==> src/crd_pkg.sv <==
// ----------------------------------------------------------------------------
// crd_pkg: shared constants for the camera ray direction unit
// Fixed-point widths of every pipeline quantity and configuration indexes.
// ----------------------------------------------------------------------------
package crd_pkg;

  // Fixed field widths
  localparam int COORD_W = 16;   // screen coordinate, Q0.16
  localparam int COMP_W  = 16;   // basis component, Q2.13
  localparam int VEC_W   = 3 * COMP_W;
  localparam int EXT_W   = 16;   // extent, Q4.12
  localparam int DIR_W   = 16;   // result component, Q1.14

  // Internal widths
  localparam int OFS_W   = 34;   // h, v offsets (Q.28)
  localparam int C_W     = 50;   // summed component (Q.41)
  localparam int MAG_W   = 49;   // component magnitude
  localparam int M_W     = 30;   // magnitude after normalizing shift
  localparam int K_W     = 5;    // normalizing shift amount
  localparam int SQ_W    = 62;   // sum of squares
  localparam int LEN_W   = 31;   // vector length
  localparam int FRAC_W  = 14;   // fraction bits of the result
  localparam int NUM_W   = 45;   // dividend m*2^14 + len/2
  localparam int Q_W     = 15;   // quotient bits
  localparam int FWD_SHIFT = 28; // weight of the forward axis

  localparam logic [Q_W-1:0] ONE_Q14 = Q_W'(16384);

  // Configuration register indexes
  localparam int CFG_IDX_W = 3;
  localparam logic [CFG_IDX_W-1:0] CFG_RIGHT    = 3'd0;
  localparam logic [CFG_IDX_W-1:0] CFG_UP       = 3'd1;
  localparam logic [CFG_IDX_W-1:0] CFG_FORWARD  = 3'd2;
  localparam logic [CFG_IDX_W-1:0] CFG_HALF_W   = 3'd3;
  localparam logic [CFG_IDX_W-1:0] CFG_HALF_H   = 3'd4;

  // Reset values
  localparam logic [VEC_W-1:0] RST_RIGHT   = 48'd8192;
  localparam logic [VEC_W-1:0] RST_UP      = 48'd536870912;
  localparam logic [VEC_W-1:0] RST_FORWARD = 48'd35184372088832;
  localparam logic [EXT_W-1:0] RST_EXTENT  = 16'd4096;

endpackage

==> src/crd_isqrt.sv <==
// ----------------------------------------------------------------------------
// crd_isqrt: pipelined integer square root
// One result bit per stage, floor(sqrt(n)); a side bus rides along.
// ----------------------------------------------------------------------------
module crd_isqrt #(
  parameter int SIDE_W = 1
) (
  input  logic                        clk,
  input  logic                        rst_n,
  input  logic                        advance,
  input  logic                        valid_i,
  input  logic [crd_pkg::SQ_W-1:0]    n_i,
  input  logic [SIDE_W-1:0]           side_i,
  output logic                        valid_o,
  output logic [crd_pkg::LEN_W-1:0]   root_o,
  output logic [SIDE_W-1:0]           side_o
);

  localparam int STEPS = crd_pkg::LEN_W;
  localparam int SW    = crd_pkg::SQ_W;

  logic [SW-1:0]     n_r    [STEPS];
  logic [SW-1:0]     res_r  [STEPS];
  logic [SIDE_W-1:0] side_r [STEPS];
  logic              vld_r  [STEPS];

  for (genvar s = 0; s < STEPS; s++) begin : g_step
    localparam logic [SW-1:0] BIT = SW'(1) << (2 * (STEPS - 1 - s));
    logic [SW-1:0]     n_in;
    logic [SW-1:0]     res_in;
    logic [SIDE_W-1:0] side_in;
    logic              vld_in;
    logic [SW:0]       trial;
    logic [SW-1:0]     n_nxt;
    logic [SW-1:0]     res_nxt;

    if (s == 0) begin : g_first
      assign n_in    = n_i;
      assign res_in  = '0;
      assign side_in = side_i;
      assign vld_in  = valid_i;
    end else begin : g_next
      assign n_in    = n_r[s-1];
      assign res_in  = res_r[s-1];
      assign side_in = side_r[s-1];
      assign vld_in  = vld_r[s-1];
    end

    // Try the next root bit; keep it when the remainder allows
    always_comb begin
      trial = {1'b0, res_in} + {1'b0, BIT};
      if ({1'b0, n_in} >= trial) begin
        n_nxt   = SW'({1'b0, n_in} - trial);
        res_nxt = (res_in >> 1) + BIT;
      end else begin
        n_nxt   = n_in;
        res_nxt = res_in >> 1;
      end
    end

    always_ff @(posedge clk) begin
      if (!rst_n) begin
        vld_r[s] <= 1'b0;
      end else if (advance) begin
        vld_r[s] <= vld_in;
      end
    end

    always_ff @(posedge clk) begin
      if (advance) begin
        n_r[s]    <= n_nxt;
        res_r[s]  <= res_nxt;
        side_r[s] <= side_in;
      end
    end
  end

  assign valid_o = vld_r[STEPS-1];
  assign root_o  = res_r[STEPS-1][crd_pkg::LEN_W-1:0];
  assign side_o  = side_r[STEPS-1];

endmodule

==> config.mk <==
export PLATFORM = sky130hd
export DESIGN_NAME = crd_isqrt
export DESIGN_NICKNAME = d
export VERILOG_FILES = /design/src/crd_pkg.sv /design/src/crd_isqrt.sv
export SDC_FILE = /design/constraint.sdc
export NUM_CORES = 2
export LEC_CHECK = 0
export BUFFER_PORTS_ARGS = -buffer_cell sky130_fd_sc_hd__buf_2
export CAP_MARGIN = 20
export CORE_AREA = 2 2 575 806
export DETAILED_ROUTE_END_ITERATION = 12
export DIE_AREA = 0 0 577 808
export PLACE_DENSITY = 0.37
export SLEW_MARGIN = 5
export SYNTH_ARGS = -nofsm -noshare
export SYNTH_HDL_FRONTEND = slang
export SYNTH_SLANG_ARGS = --single-unit
==> constraint.sdc <==
create_clock -name clk -period 4.4 [get_ports clk]
set_input_delay 0.88 -clock clk [delete_from_list [all_inputs] [get_ports clk]]
set_output_delay 0.88 -clock clk [all_outputs]
set_load 0.02 [all_outputs]
==> run_results.csv <==
group,metric,value,unit
job,cap_violations,0,
placement,dpl.hpwl,258000,microns
die,initial_cell_density_of_the_core,24.9,%
clock_tree,clock_tree.htree_level_count,5,
sta,clock.fmax,234,MHz
power,vdd_drop_max,0.334,mV
clock_tree,cts.clk_slew.worst_paths,0.06,ns
global_routing,vias_in_the_first_global_route,77225,
clock_tree,tritoncts,"yes",
drt,drt-vias-per-instance,4.54,
yosys,postSynthAreaPerCell,12.7,sq um
yosys,syn-cell-area,0.114,sq mm
critical_path,worst-endpoint-required,4.99,ns
sta,finalClockSkew,0.0972,ns
finish,layout-drive-gt1-share,10.1,%
placement,place.port_buffers,99,
sta,setup_viol,0,
placement,gpl.final_weighted_congestion,0.908,
sta,holdWs,0.111,ns
hold_path,min-delay-path-class,"primary input to register",
drt,post-route-drc-count,0,
yosys,ys_types,91,
finish,design_area,0.134,sq mm
die,row_count,295,
yosys,postSynthRegisterBits,2418,
yosys,synth.yosys.warnings,0,
critical_path,worst_path_cell_trace,"ha_1 -> and3_1 -> and3_1 -> o21ai_0 -> buf_4 -> a21oi_1 -> o21ai_0 -> buf_4 -> o21ai_0 -> buf_4 -> a41o_1 -> or4_1 -> buf_4 -> nor4_1 -> xor2_1",
die,fp.dieH,808,microns
finish,nNetsFinal,10091,
critical_path,critical_path.top_delay_family,"simple AND/OR/NAND/NOR gates",
clock_tree,cts.sink_count,2418,
clock_tree,worst_skew_pair.late_latency,0.95,ns
sta,rsz_0062_raised_after_global_routing,"false",
power,total_leakage_power,49.3,nW
critical_path,crit_path_capture_type,"register",
placement,dpl-instance-area,0.125,sq mm
clock_tree,post-cts-setup-buffer-count,0,
yosys,netlist_top_cells_area,"edfxtp_1 63%, ha_1 5.7%, xnor2_1 3.3%",
critical_path,critPathBufInv,4,
yosys,syn_nets,9565,
clock_tree,tritoncts.num_buffers,279,
critical_path,critical_path.max_fanout,6,
critical_path,critical_path.startpoint_type,"register",
sta,maxSlewHeadroom,24.0,%
status,status,"finished, final reports clean",
yosys,post_synth_inst_count,8973,
sta,drv_slew,0,
global_routing,globalRouteOverflowTotal,0,
drt,mean_routed_wirelength_per_cell,20.9,microns
yosys,synth_top_cell_area_share,63.4,%
global_routing,grt_util_all_layers,13.9,%
sta,min_period,4.27,ns
critical_path,critPathSlowestCell,"or4_1",
global_routing,grt_antenna_before_repair,6,
yosys,yosysTopAreaCell,"edfxtp_1",
global_routing,grt_max_degree,147,
global_routing,global_route.usage.met3,1.63,%
sta,portion_of_the_clock_cycle_consumed_by_the_worst_path_in_the_final_layout,97.0,%
die,core_area,0.460,sq mm
finish,area_growth_syn_to_layout,17.0,%
sta,totalNegativeSetupSlack,0,ns
sta,tightest_slew,1.13,ns
global_routing,grt_met1_usage,11.4,%
drt,via_count,71843,
drt,first_pass_iters,8,
finish,final_common_cell,"edfxtp_1",
global_routing,gr-usage-met2,30.4,%
yosys,asyncSetResetFlopFracSynth,0,%
critical_path,crit_top_cell,"buf_4",
yosys,synth.yosys.seq_area_share,63.5,%
placement,place_ws,-0.00532,ns
critical_path,setup.worst_path.class,"register to register",
sta,final-hold-violation-count,0,
yosys,number_of_synthesized_flops_with_an_enable_pin,2417,
global_routing,grt_first_pass_wirelength,488000,microns
yosys,dominantRegCellSynth,"edfxtp_1",
die,die_x,577,microns
critical_path,crit_arrival,4.86,ns
sta,setup_ws,0.134,ns
drt,route.antenna.remaining_nets,0,
clock_tree,hold_buffers,0,
die,dieArea,0.466,sq mm
global_routing,top_usage_layer,"met2",
clock_tree,cts_root_buffer,"clkbuf_16",
clock_tree,ctsLongestPathBuffers,4,
die,io_pins,100,
power,power.density,516,mW/mm^2
drt,drt_wl_total,331000,microns
critical_path,slowest_delay,0.44,ns
drt,initialDrtViolationCount,3541,
finish,layout.cells.most_common_list,"2417 x edfxtp_1, 636 x inv_1, 573 x nand2_1",
==> area by class of cell <==
cell class,count,area (sq um)
multi-input cells,5743,38900
clock inverters,162,1870
well taps,6088,7620
diodes,6,15.0
inverters,638,2390
flip-flops and latches,2418,72600
clock buffers,337,7240
fillers,46470,326000
repair buffers,419,3210
==> cells by family (layout without fill, tap and decap cells) <==
family	Yosys count	after routing	share of synthesized area [%]
AO/OA/AOI/OAI	1680	1680	9.02
XOR/XNOR	813	813	6.22
adder cells (fa/ha/maj)	525	525	5.74
buffers and inverters	812	1556	2.68
flip-flops	2418	2418	63.5
multiplexers	96	96	0.926
other	0	6	0
AND/OR/NAND/NOR	2629	2629	11.9
==> through the flow <==
stage / utilization, % / cells / total power (W)
after floorplan: - / 8973 / 0.0403
after global placement: 27.1 / 15305 / 0.0461
after detailed placement: 27.1 / 15306 / 0.0462
after CTS: 29.1 / 15805 / 0.0703
after global routing: 29.1 / 15806 / 0.0727
final: 29.1 / 15811 / 0.0691
==> path summary, 6_finish.rpt <==
kind                                   from           to  cells past startpoint  slack [ns]
worst max-delay path            n_r[1][215]  n_r[1][306]                     15        0.13
worst min register to register  n_r[0][881]  n_r[0][943]                      0        0.42
worst max register to register  n_r[1][215]  n_r[1][306]                     15        0.13
worst min-delay path                n_i[19]   n_r[0][19]                      1        0.11
==> where the power goes <==
part	internal [W]	total, W	switching (W)
sequential	0.0291	0.0315	0.00237
clock	0.0136	0.0235	0.00985
combinational	0.00581	0.0141	0.00834
total	0.0486	0.0691	0.0206
==> synth_stat cells (10+ instances only) <==
library cell  number
o41ai_1           14
nand4b_1          20
nor2b_1           72
o211ai_1          32
nor3_1           238
a2111oi_0         10
mux2_2            79
and4_1            11
nor3b_1           18
edfxtp_1        2417
nand4_1          145
a21oi_1          523
and4b_1           11
nor2_1           556
o21ai_0          458
and2_1            28
nand3_1          150
a31oi_1           51
o2111ai_1         13
o31a_1            15
o21bai_1          33
and3_1            77
xor2_1           376
nor4b_1           43
nand3b_1          30
or3_1             81
xnor2_1          437
or4_1             73
inv_1            636
mux2i_1           17
nand2b_1         125
o31ai_1           34
clkbuf_1         156
a21o_1           233
o22ai_1           10
a21boi_0          20
a211oi_1          44
nand2_1          573
o21a_1            86
a211o_1           11
ha_1             525
or2_2             31
nor4_1           308
==> per-layer routing <==
metal  wire length [microns]  part of all wire [%]
met1                  101000                    31
met2                  201000                    61
met3                    8180                   2.5
met4                   20500                   6.2
met5                       0                     0
==> registers in the layout, indices dropped and copies added (netlist names) <==
name    cells
n_r      1860
vld_r      31
side_r     31
res_r     496
==> timing repair <==
action | in CTS | in global routing
gates resized for setup | 4 | 7
pin swaps | 0 | 0
gates cloned | 0 | 0
setup endpoints to repair | 4 | 18
Note: power is estimated with default switching activity, not from simulation.
